File: config.mk
export PLATFORM = sky130hd
export DESIGN_NAME = date_time_field_editor
export DESIGN_NICKNAME = d
export VERILOG_FILES = /design/src/hw/rtl/dtfe_pkg.sv /design/src/hw/rtl/dtfe_update.sv /design/src/hw/rtl/date_time_field_editor.sv
export SDC_FILE = /design/constraint.sdc
export NUM_CORES = 1
export LEC_CHECK = 0
export ABC_AREA = 1
export BUFFER_PORTS_ARGS = -buffer_cell sky130_fd_sc_hd__clkbuf_2
export CAP_MARGIN = 0
export CORE_MARGIN = 10
export CORE_UTILIZATION = 46
export CTS_CLUSTER_SIZE = 28
export DETAILED_ROUTE_END_ITERATION = 10
export PLACE_DENSITY_LB_ADDON = 0.1
export SLEW_MARGIN = 0
export SYNTH_ARGS = -nofsm -noshare
export SYNTH_HDL_FRONTEND = slang
export SYNTH_SLANG_ARGS = --single-unit
File: constraint.sdc
create_clock -name clock -period 3.4 [get_ports clock]
set_input_delay 0.34 -clock clock [delete_from_list [all_inputs] [get_ports clock]]
set_output_delay 0.34 -clock clock [all_outputs]
set_load 0.02 [all_outputs]
File: src/hw/rtl/dtfe_pkg.sv
`default_nettype none

package dtfe_pkg;

   localparam logic [4:0] DAY_31   = 5'd31;
   localparam logic [4:0] DAY_30   = 5'd30;
   localparam logic [4:0] DAY_29   = 5'd29;
   localparam logic [4:0] DAY_28   = 5'd28;
   localparam int         YEAR_4   = 4;
   localparam logic [6:0] YEAR_99  = 7'd99;
   localparam logic [4:0] HOUR_23  = 5'd23;
   localparam logic [5:0] MINU_59  = 6'd59;
   localparam logic [5:0] SEC_59   = 6'd59;
   localparam logic [3:0] MONTH_12 = 4'd12;

   localparam int REQ_TDATA_W = 40;
   localparam int RSP_TDATA_W = 40;

   typedef enum logic [2:0] {
      CMD_NOP    = 3'd0,
      CMD_UP     = 3'd1,
      CMD_DOWN   = 3'd2,
      CMD_NEXT   = 3'd3,
      CMD_COMMIT = 3'd4,
      CMD_LOAD   = 3'd5
   } cmd_type;

   typedef enum logic [2:0] {
      SEL_DAY    = 3'd0,
      SEL_MONTH  = 3'd1,
      SEL_YEAR   = 3'd2,
      SEL_HOUR   = 3'd3,
      SEL_MINUTE = 3'd4,
      SEL_SECOND = 3'd5
   } field_type;

   typedef struct packed {
      logic [5:0] second;
      logic [5:0] minute;
      logic [4:0] hour;
      logic [6:0] year;
      logic [3:0] month;
      logic [4:0] day;
   } dt_type;

   typedef struct packed {
      field_type sel;
      dt_type    dt;
   } editor_state_type;

   localparam logic [3:0] MONTH_APR = 4'd4;
   localparam logic [3:0] MONTH_JUN = 4'd6;
   localparam logic [3:0] MONTH_SEP = 4'd9;
   localparam logic [3:0] MONTH_NOV = 4'd11;
   localparam logic [3:0] MONTH_FEB = 4'd2;

   function automatic logic [4:0] month_len(input logic [3:0] month, input logic [6:0] year);
      logic [4:0] len;
      if (month == MONTH_APR || month == MONTH_JUN || month == MONTH_SEP ||
          month == MONTH_NOV) begin
         len = DAY_30;
      end else if (month == MONTH_FEB) begin
         len = ((year % YEAR_4) == 0) ? DAY_29 : DAY_28;
      end else begin
         len = DAY_31;
      end
      return len;
   endfunction

   // step by one with wraparound between lo and hi
   function automatic logic [6:0] step_wrap(input logic [6:0] v, input logic [6:0] lo,
                                            input logic [6:0] hi, input logic up);
      logic [6:0] r;
      if (up) begin
         r = (v < hi) ? 7'(v + 7'd1) : lo;
      end else begin
         r = (v > lo) ? 7'(v - 7'd1) : hi;
      end
      return r;
   endfunction

endpackage

`default_nettype wire

File: src/hw/rtl/dtfe_update.sv
`default_nettype none

module dtfe_update (
   input  wire logic [2:0]                cmd,
   input  wire dtfe_pkg::dt_type          load,
   input  wire dtfe_pkg::editor_state_type cur,
   output dtfe_pkg::editor_state_type     nxt,
   output logic                           commit
);

   logic       up;
   logic [4:0] len_cur;
   logic [4:0] len_mon;
   logic [4:0] len_yr;
   logic [3:0] month_step;
   logic [6:0] year_step;
   logic [4:0] day_step;
   logic [4:0] hour_step;
   logic [5:0] minute_step;
   logic [5:0] second_step;
   dtfe_pkg::dt_type sat_load;

   assign up = (cmd == dtfe_pkg::CMD_UP);

   assign len_cur     = dtfe_pkg::month_len(cur.dt.month, cur.dt.year);
   assign day_step    = 5'(dtfe_pkg::step_wrap(7'(cur.dt.day), 7'd1, 7'(len_cur), up));
   assign month_step  = 4'(dtfe_pkg::step_wrap(7'(cur.dt.month), 7'd1,
                                               7'(dtfe_pkg::MONTH_12), up));
   assign year_step   = dtfe_pkg::step_wrap(cur.dt.year, 7'd0, dtfe_pkg::YEAR_99, up);
   assign hour_step   = 5'(dtfe_pkg::step_wrap(7'(cur.dt.hour), 7'd0,
                                               7'(dtfe_pkg::HOUR_23), up));
   assign minute_step = 6'(dtfe_pkg::step_wrap(7'(cur.dt.minute), 7'd0,
                                               7'(dtfe_pkg::MINU_59), up));
   assign second_step = 6'(dtfe_pkg::step_wrap(7'(cur.dt.second), 7'd0,
                                               7'(dtfe_pkg::SEC_59), up));
   assign len_mon     = dtfe_pkg::month_len(month_step, cur.dt.year);
   assign len_yr      = dtfe_pkg::month_len(cur.dt.month, year_step);

   // loaded day is not clamped to the loaded month
   always_comb begin
      sat_load.day    = (load.day == 5'd0) ? 5'd1 : load.day;
      sat_load.month  = (load.month == 4'd0) ? 4'd1 :
                        (load.month > dtfe_pkg::MONTH_12) ? dtfe_pkg::MONTH_12 : load.month;
      sat_load.year   = (load.year > dtfe_pkg::YEAR_99) ? dtfe_pkg::YEAR_99 : load.year;
      sat_load.hour   = (load.hour > dtfe_pkg::HOUR_23) ? dtfe_pkg::HOUR_23 : load.hour;
      sat_load.minute = (load.minute > dtfe_pkg::MINU_59) ? dtfe_pkg::MINU_59 : load.minute;
      sat_load.second = (load.second > dtfe_pkg::SEC_59) ? dtfe_pkg::SEC_59 : load.second;
   end

   always_comb begin
      nxt    = cur;
      commit = 1'b0;
      unique case (cmd)
         dtfe_pkg::CMD_UP, dtfe_pkg::CMD_DOWN: begin
            unique case (cur.sel)
               dtfe_pkg::SEL_DAY: begin
                  nxt.dt.day = day_step;
               end
               dtfe_pkg::SEL_MONTH: begin
                  nxt.dt.month = month_step;
                  nxt.dt.day   = (cur.dt.day > len_mon) ? len_mon : cur.dt.day;
               end
               dtfe_pkg::SEL_YEAR: begin
                  nxt.dt.year = year_step;
                  nxt.dt.day  = (cur.dt.day > len_yr) ? len_yr : cur.dt.day;
               end
               dtfe_pkg::SEL_HOUR: begin
                  nxt.dt.hour = hour_step;
               end
               dtfe_pkg::SEL_MINUTE: begin
                  nxt.dt.minute = minute_step;
               end
               default: begin
                  nxt.dt.second = second_step;
               end
            endcase
         end
         dtfe_pkg::CMD_NEXT: begin
            nxt.sel = (cur.sel >= dtfe_pkg::SEL_SECOND) ? dtfe_pkg::SEL_DAY
                                                         : dtfe_pkg::field_type'(cur.sel + 3'd1);
         end
         dtfe_pkg::CMD_COMMIT: begin
            commit  = 1'b1;
            nxt.sel = dtfe_pkg::SEL_DAY;
         end
         dtfe_pkg::CMD_LOAD: begin
            nxt.dt = sat_load;
         end
         default: begin
            // refresh and unused codes leave the state alone
         end
      endcase
   end

endmodule

`default_nettype wire

File: src/hw/rtl/date_time_field_editor.sv
`default_nettype none

// channel   direction  transaction
// req_      in         one button event: command in tuser, load values in tdata
// rsp_      out        edited date, time and selected field after the event
//
// one transaction per cycle in each direction while results are taken; a req reaches rsp
// through the input register, then update logic into the result register and state
// reset clears the edit state to day 1, month 1, year 0, 00:00:00, day selected
// rsp_tready low holds the result; one more event waits in the input register,
// then req_tready drops until the result is taken
module date_time_field_editor (
   input  wire logic                             clock,
   input  wire logic                             reset,
   input  wire logic                             req_tvalid,
   output logic                                  req_tready,
   // day[4:0] month[8:5] year[15:9] hour[20:16] minute[26:21] second[32:27]
   input  wire logic [dtfe_pkg::REQ_TDATA_W-1:0] req_tdata,
   // command[2:0]
   input  wire logic [2:0]                       req_tuser,
   output logic                                  rsp_tvalid,
   input  wire logic                             rsp_tready,
   // day[4:0] month[8:5] year[15:9] hour[20:16] minute[26:21] second[32:27]
   // selected_field[35:33]
   output logic [dtfe_pkg::RSP_TDATA_W-1:0]      rsp_tdata,
   // commit[0]
   output logic                                  rsp_tuser
);

   logic                       in_valid_ff;
   logic                       in_valid_in;
   logic [2:0]                 in_cmd_ff;
   dtfe_pkg::dt_type           in_load_ff;
   dtfe_pkg::editor_state_type state_ff;
   dtfe_pkg::editor_state_type state_in;
   logic                       commit_in;
   logic                       rsp_valid_ff;
   logic                       rsp_valid_in;
   logic [dtfe_pkg::RSP_TDATA_W-1:0] rsp_data_ff;
   logic                       rsp_commit_ff;
   logic                       advance;
   logic                       req_take;

   assign advance    = in_valid_ff && (!rsp_valid_ff || rsp_tready);
   assign req_tready = !in_valid_ff || advance;
   assign req_take   = req_tvalid && req_tready;

   assign in_valid_in  = req_take || (in_valid_ff && !advance);
   assign rsp_valid_in = advance || (rsp_valid_ff && !rsp_tready);

   always_ff @(posedge clock) begin
      if (reset) begin
         in_valid_ff <= 1'b0;
      end else begin
         in_valid_ff <= in_valid_in;
      end
   end

   always_ff @(posedge clock) begin
      if (req_take) begin
         in_cmd_ff  <= req_tuser;
         in_load_ff <= dtfe_pkg::dt_type'(req_tdata[32:0]);
      end
   end

   dtfe_update u_update (
      .cmd    (in_cmd_ff),
      .load   (in_load_ff),
      .cur    (state_ff),
      .nxt    (state_in),
      .commit (commit_in)
   );

   always_ff @(posedge clock) begin
      if (reset) begin
         state_ff.sel       <= dtfe_pkg::SEL_DAY;
         state_ff.dt.day    <= 5'd1;
         state_ff.dt.month  <= 4'd1;
         state_ff.dt.year   <= 7'd0;
         state_ff.dt.hour   <= 5'd0;
         state_ff.dt.minute <= 6'd0;
         state_ff.dt.second <= 6'd0;
         rsp_valid_ff       <= 1'b0;
      end else begin
         rsp_valid_ff <= rsp_valid_in;
         if (advance) begin
            state_ff <= state_in;
         end
      end
   end

   always_ff @(posedge clock) begin
      if (advance) begin
         rsp_data_ff   <= {4'd0, state_in};
         rsp_commit_ff <= commit_in;
      end
   end

   assign rsp_tvalid = rsp_valid_ff;
   assign rsp_tdata  = rsp_data_ff;
   assign rsp_tuser  = rsp_commit_ff;

   // a committed result always shows day selected
   a_commit_sel : assert property (@(posedge clock) disable iff (reset)
      rsp_tvalid && rsp_tuser |-> rsp_tdata[35:33] == dtfe_pkg::SEL_DAY)
      else $error("commit result without day selected");

   // edit state stays in range
   a_state_range : assert property (@(posedge clock) disable iff (reset)
      state_ff.dt.day != 5'd0 && state_ff.dt.month != 4'd0 &&
      state_ff.dt.month <= dtfe_pkg::MONTH_12 && state_ff.dt.hour <= dtfe_pkg::HOUR_23 &&
      state_ff.sel <= dtfe_pkg::SEL_SECOND)
      else $error("edit state out of range");

   // an event leaving the input register shows up as a result next cycle
   a_advance : assert property (@(posedge clock) disable iff (reset)
      advance |=> rsp_valid_ff)
      else $error("result lost after update");

   // state only moves when an event is processed
   a_state_hold : assert property (@(posedge clock) disable iff (reset)
      !in_valid_ff |=> $stable(state_ff))
      else $error("state changed without an event");

endmodule

`default_nettype wire
Word level (Yosys, flattened, before mapping)
Cells that the tools add are included.
- latch bits: 0
- flip-flop bits (word level): 111
- word-level logic and storage cells: 140
- memory bits (writable): 0
- memories kept: 0
- bits in read-only memories: 0
- multipliers: 0
- muxes and demuxes: 45
- reduce and logical (&&, ||, !) cells: 25
- bitwise gates (word level): 0
- $lt $le $gt $ge: 20
- shift-type cells: 0
- eq/ne operators: 19
- $add $sub $neg: 13
- divide/modulo/power cells: 0
- operators with widths (kind ; count):
    $mux W5 ; 17
    $pmux W33 S2 ; 1
    $logic_not A32 Y1 ; 2
    $mux W6 ; 10
    $mux W7 ; 5
    $mux W4 ; 6
    $eq A4 B3 Y1 const B ; 4
    $eq A4 B4 Y1 const B ; 4
    $pmux W5 S3 ; 1
    $add A6 B1 Y6 const B ; 2
    $eq A3 B2 Y1 const B ; 4
    $gt A6 B1 Y1 const B ; 2
    $gt A6 B6 Y1 const B ; 2
    $lt A6 B6 Y1 const B ; 2
    $sub A6 B1 Y6 const B ; 2
    $add A5 B1 Y5 const B ; 2
    $gt A5 B1 Y1 const B ; 2
    $gt A5 B5 Y1 ; 2
    $logic_or A1 B1 Y1 ; 10
    $sub A5 B1 Y5 const B ; 2
    $eq A3 B3 Y1 const B ; 3
    $eq A4 B2 Y1 const B ; 2
    $add A7 B1 Y7 const B ; 1
    $gt A7 B1 Y1 const B ; 1
    other kinds (24) ; 33

Longest topological paths before layout
- depth after elaboration: 12
- gate-level depth with buffers: 24

Hierarchy
Synthesis repeated with hierarchy kept, for this count alone.
- cells, all modules: 891
- area total of the unflattened synthesis: 7126.8 sq um
- by module, submodules not included (module ; seq. area each (sq um) ; area an instance (sq um) ; instances ; cells each):
    date_time_field_editor ; 2952.8 ; 3990.1 ; 1 ; 322
    dtfe_update ; 0.0 ; 3136.8 ; 1 ; 569

Worst setup path after synthesis
OpenSTA, ideal clock, no wires.
- kind: register -> register
- start point: reg state_ff[5] (netlist bit)
- end point: reg state_ff[1] (netlist bit)
- stages on the path, launching flop included: 23
- setup slack: 0.886 ns
- period minus slack after synthesis: 2.514 ns
- arrival time: 2.457 ns
- buffers on the path: 0
- path through: dfxtp_1 > inv_1 > ha_1 > o21ai_4 > nand2_1 > o21ai_2 > nand2_1 > nand2_1 > nand2_1 > nand2_1 > inv_1 > ha_1 > nand2_1 > o21ai_0 > nor2_1 > inv_1 > a21oi_1 > nand2_1 > nand3_1 > nand2_1 > nand3_1 > nand2_1 > inv_1
- cells in the longest elaborated chain, start to end: 12
- elaborated cells on any way between the ends: 39
- those cells by class: 2 x add/sub; 5 x order compare; 10 x eq/ne; 16 x mux; 6 x reduce/logical
- ends and longest elaborated chain (element ; RTL line ; RTL):
    from (decl) ; date_time_field_editor.sv:34 ; dtfe_pkg::editor_state_type state_ff;
    from (signal assigned) ; date_time_field_editor.sv:87 ; state_ff <= state_in;
    $sub A4 B1 Y4, or another cell as far along ; dtfe_pkg.sv:77 ; r = (v > lo) ? 7'(v - 7'd1) : hi;
    $mux W4 (on tied branches) ; dtfe_pkg.sv:77, dtfe_pkg.sv:75 ;
    $mux W4 ; dtfe_pkg.sv:74 ; if (up) begin
    $eq A4 B3 Y1 ; dtfe_pkg.sv:59 ; if (month == MONTH_APR || month == MONTH_JUN || month == MONTH_SEP ||
    $logic_or A1 B1 Y1 (3 in a row) ; dtfe_pkg.sv:59 ;
    $mux W5 ; dtfe_pkg.sv:59 ;
    $gt A5 B5 Y1 ; dtfe_update.sv:61 ; nxt.dt.day = (cur.dt.day > len_mon) ? len_mon : cur.dt.day;
    $mux W5 ; dtfe_update.sv:61 ;
    $pmux W5 S3 * ; dtfe_update.sv:55 ; unique case (cur.sel)
    $pmux W33 S2 * ; dtfe_update.sv:53 ; unique case (cmd)
Every way passes the cells marked *; elsewhere a longest branch is shown, timed or not.
A chain may end at the register's enable or synchronous reset.

==> metrics <==
Hold Crit Class=input port to flip-flop; final setup margin=483 ps; Cell Chain, Critical Path=inv_1 > ha_1 > o21ai_4 > nand2_1 > o21ai_2 > nand2_1 > nand2_1 > nand2_1 > nand2_1 > inv_1 > ha_1 > nand2_1 > o21ai_0 > nor2_1 > inv_1 > a21oi_1 > nand2_1 > nand2_1 > nand2_1 > nand2_2 > nand2_1 > nand2_1; DP Worst Slack=539 ps; via count=5769; worst-margin pin slew=961 ps; post-synth cell types=49; crit path DAT=3220 ps; core area=14000 um^2; setup bufs post-CTS=0; vias per cell=5.50; peak supply drop=363 uV; PortBufs=78; post-route ant nets=0; row cnt=43; hold_buf cts=0; io pins=90; Post-DP HPWL=11800 um; Die ar.=19700 um^2; clock sinks=111; worst clock skew=11.1 ps; setup TNS=0 ps; CP Max Fanout=9; Residual DRC=0; gr usage total=17.1%; clock buffer depth=2; leakage=3.25 nW; Setup-failing EPs final=0; Final Total Pwr=3.32 mW; crit path kind=flip-flop to flip-flop; placed instance count=1032; Layout Utilization=52.5%; CP delay by family, top=simple AND/OR/NAND/NOR gates; largest net degree at the start of global routing=66; Antenna diodes=0; Final Cell Area=7370 um^2; Crit. End Element=flip-flop; Max Cap Viol=0; clock root buffer master=clkbuf_16; post-CTS sizing=0; unrepaired setup endpoints after global routing=false; initial antenna violation count=0; overall die height=140 um; period utilization=85.8%; WL final=17000 um; commonest non-fill, non-tap cell in the layout=nand2_1; Worst Path Required=3710 ps; Pwr Density=451 nW/um^2; most frequent cells in the layout=nand2_1, inv_1, clkbuf_2, o21ai_0, edfxtp_1; Initial Util=47.3%; relative slew slack=35.9%; post-synthesis instance area=6650 um^2; global-route wire length before repair=28100 um; Yosys reg bits=111; clk slew on worst S/H paths=80 ps; f_max=343 MHz; Area Overhead vs Synth=10.9%; Synth Instances=800; count of pins over their slew limit=0; H-tree lvl count=3; min cycle time layout=2920 ps; die width=140 um; status=completed; critical path startpoint category=flip-flop; Placer Congestion=0.879; drt first pass iters=5; Iter 0 DRT Violations=379; total gr overflow=0; CTS Buf Count=9; TritonCTS clock tree=built; worst hold slack=149 ps; drt wl/cell=16.3 um; syn avg cell area=8.31 um^2; vias in the first global route=5734; crit path buf inv count=3; slowest stage delay, CP=420 ps; Layout Cells excl Fill=1048; nets@finish=936; register area share after synthesis=44.4%; Slowest-stage cell, CP=dfxtp_1; Most Frequent Cell on Critical Path=nand2_1; warnings from Yosys=0; share of layout cells above drive strength 1=14.1%; worst-skew pair later-pin latency=360 ps; placed cell area=7090 um^2; Hold Fails Final Rpt=0
[final timing paths]
kind                                               start                        to  slack (ps)  depth (start not counted)
worst max register to register  state_ff[5]$_SDFFE_PP1P_  state_ff[0]$_SDFFE_PP1P_         480                         22
worst max-delay path            state_ff[5]$_SDFFE_PP1P_  state_ff[0]$_SDFFE_PP1P_         480                         22
worst min-delay path                        req_tdata[2]   in_load_ff[2]$_DFFE_PP_         150                          1
worst min register to register    in_valid_ff$_SDFF_PP0_     rsp_tvalid$_SDFF_PP0_         490                          2
[power breakdown]
group | leakage [nW] | switching (mW) | internal (mW)
clock network | 0.132 | 0.508 | 0.510
logic | 2.10 | 0.454 | 0.231
registers | 1.02 | 0.0795 | 1.54
total | 3.25 | 1.04 | 2.28
[state kept, by name, indices dropped and copies added, names as in the netlist]
name,count
state_ff,36
in_load_ff,33
in_cmd_ff,3
rsp_tuser,1
rsp_tvalid,1
rsp_tdata,36
in_valid_ff,1
[synth_stat cells (all sizes together)]
cell | count | share of area [%]
nand4 | 8 | 0.75
nor3b | 1 | 0.28
o41ai | 1 | 0.13
clkdlybuf4s15 | 1 | 0.15
xnor2 | 7 | 0.92
buf | 22 | 2.5
edfxtp | 73 | 33
or2 | 1 | 0.094
xor2 | 20 | 2.6
inv | 116 | 6.6
a21boi | 2 | 0.23
a31oi | 2 | 0.19
nand3b | 1 | 0.11
a21oi | 66 | 5.0
a211oi | 1 | 0.11
o22ai | 1 | 0.19
nor4 | 1 | 0.094
nand3 | 55 | 4.5
ha | 26 | 4.9
o21ai | 97 | 7.5
o211ai | 15 | 1.7
nor3 | 1 | 0.075
clkbuf | 13 | 1.1
o31ai | 1 | 0.11
conb | 1 | 0.056
nor2 | 57 | 3.6
a2111o | 1 | 0.17
o221ai | 9 | 1.2
o2111ai | 7 | 0.92
dfxtp | 38 | 11
clkinv | 2 | 0.11
nand2 | 138 | 7.9
a22oi | 15 | 1.8
[per-layer routing]
| layer | vias to the layer above | wire [um] | GRT usage, % |
|---|---|---|---|
| met1 | 2698 | 7420 | 20.7 |
| met3 | 19 | 1060 | 4.29 |
| li1 | 2842 | - | - |
| met2 | 210 | 8320 | 28.7 |
| met5 | - | 0 | 0 |
| met4 | 0 | 245 | 5.76 |
[final cells by class]
type | count | area [um^2]
multi-input cells | 538 | 3010
clock inverters | 6 | 52.6
inverters | 118 | 445
repair buffers | 85 | 455
fillers | 1347 | 6670
well taps | 180 | 225
clock buffers | 10 | 229
flip-flops and latches | 111 | 2950
[logic make-up after synthesis]
logic type / count (synthesis) / share of synthesized area [%]
buffers and inverters: 154 / 10.5
flip-flops: 111 / 44.4
AND/OR/NAND/NOR: 263 / 17.4
AO/OA/AOI/OAI: 218 / 19.2
XOR/XNOR: 27 / 3.56
adder cells (fa/ha/maj): 26 / 4.89
other: 1 / 0.0564
Power figures use the tool's default switching activity.
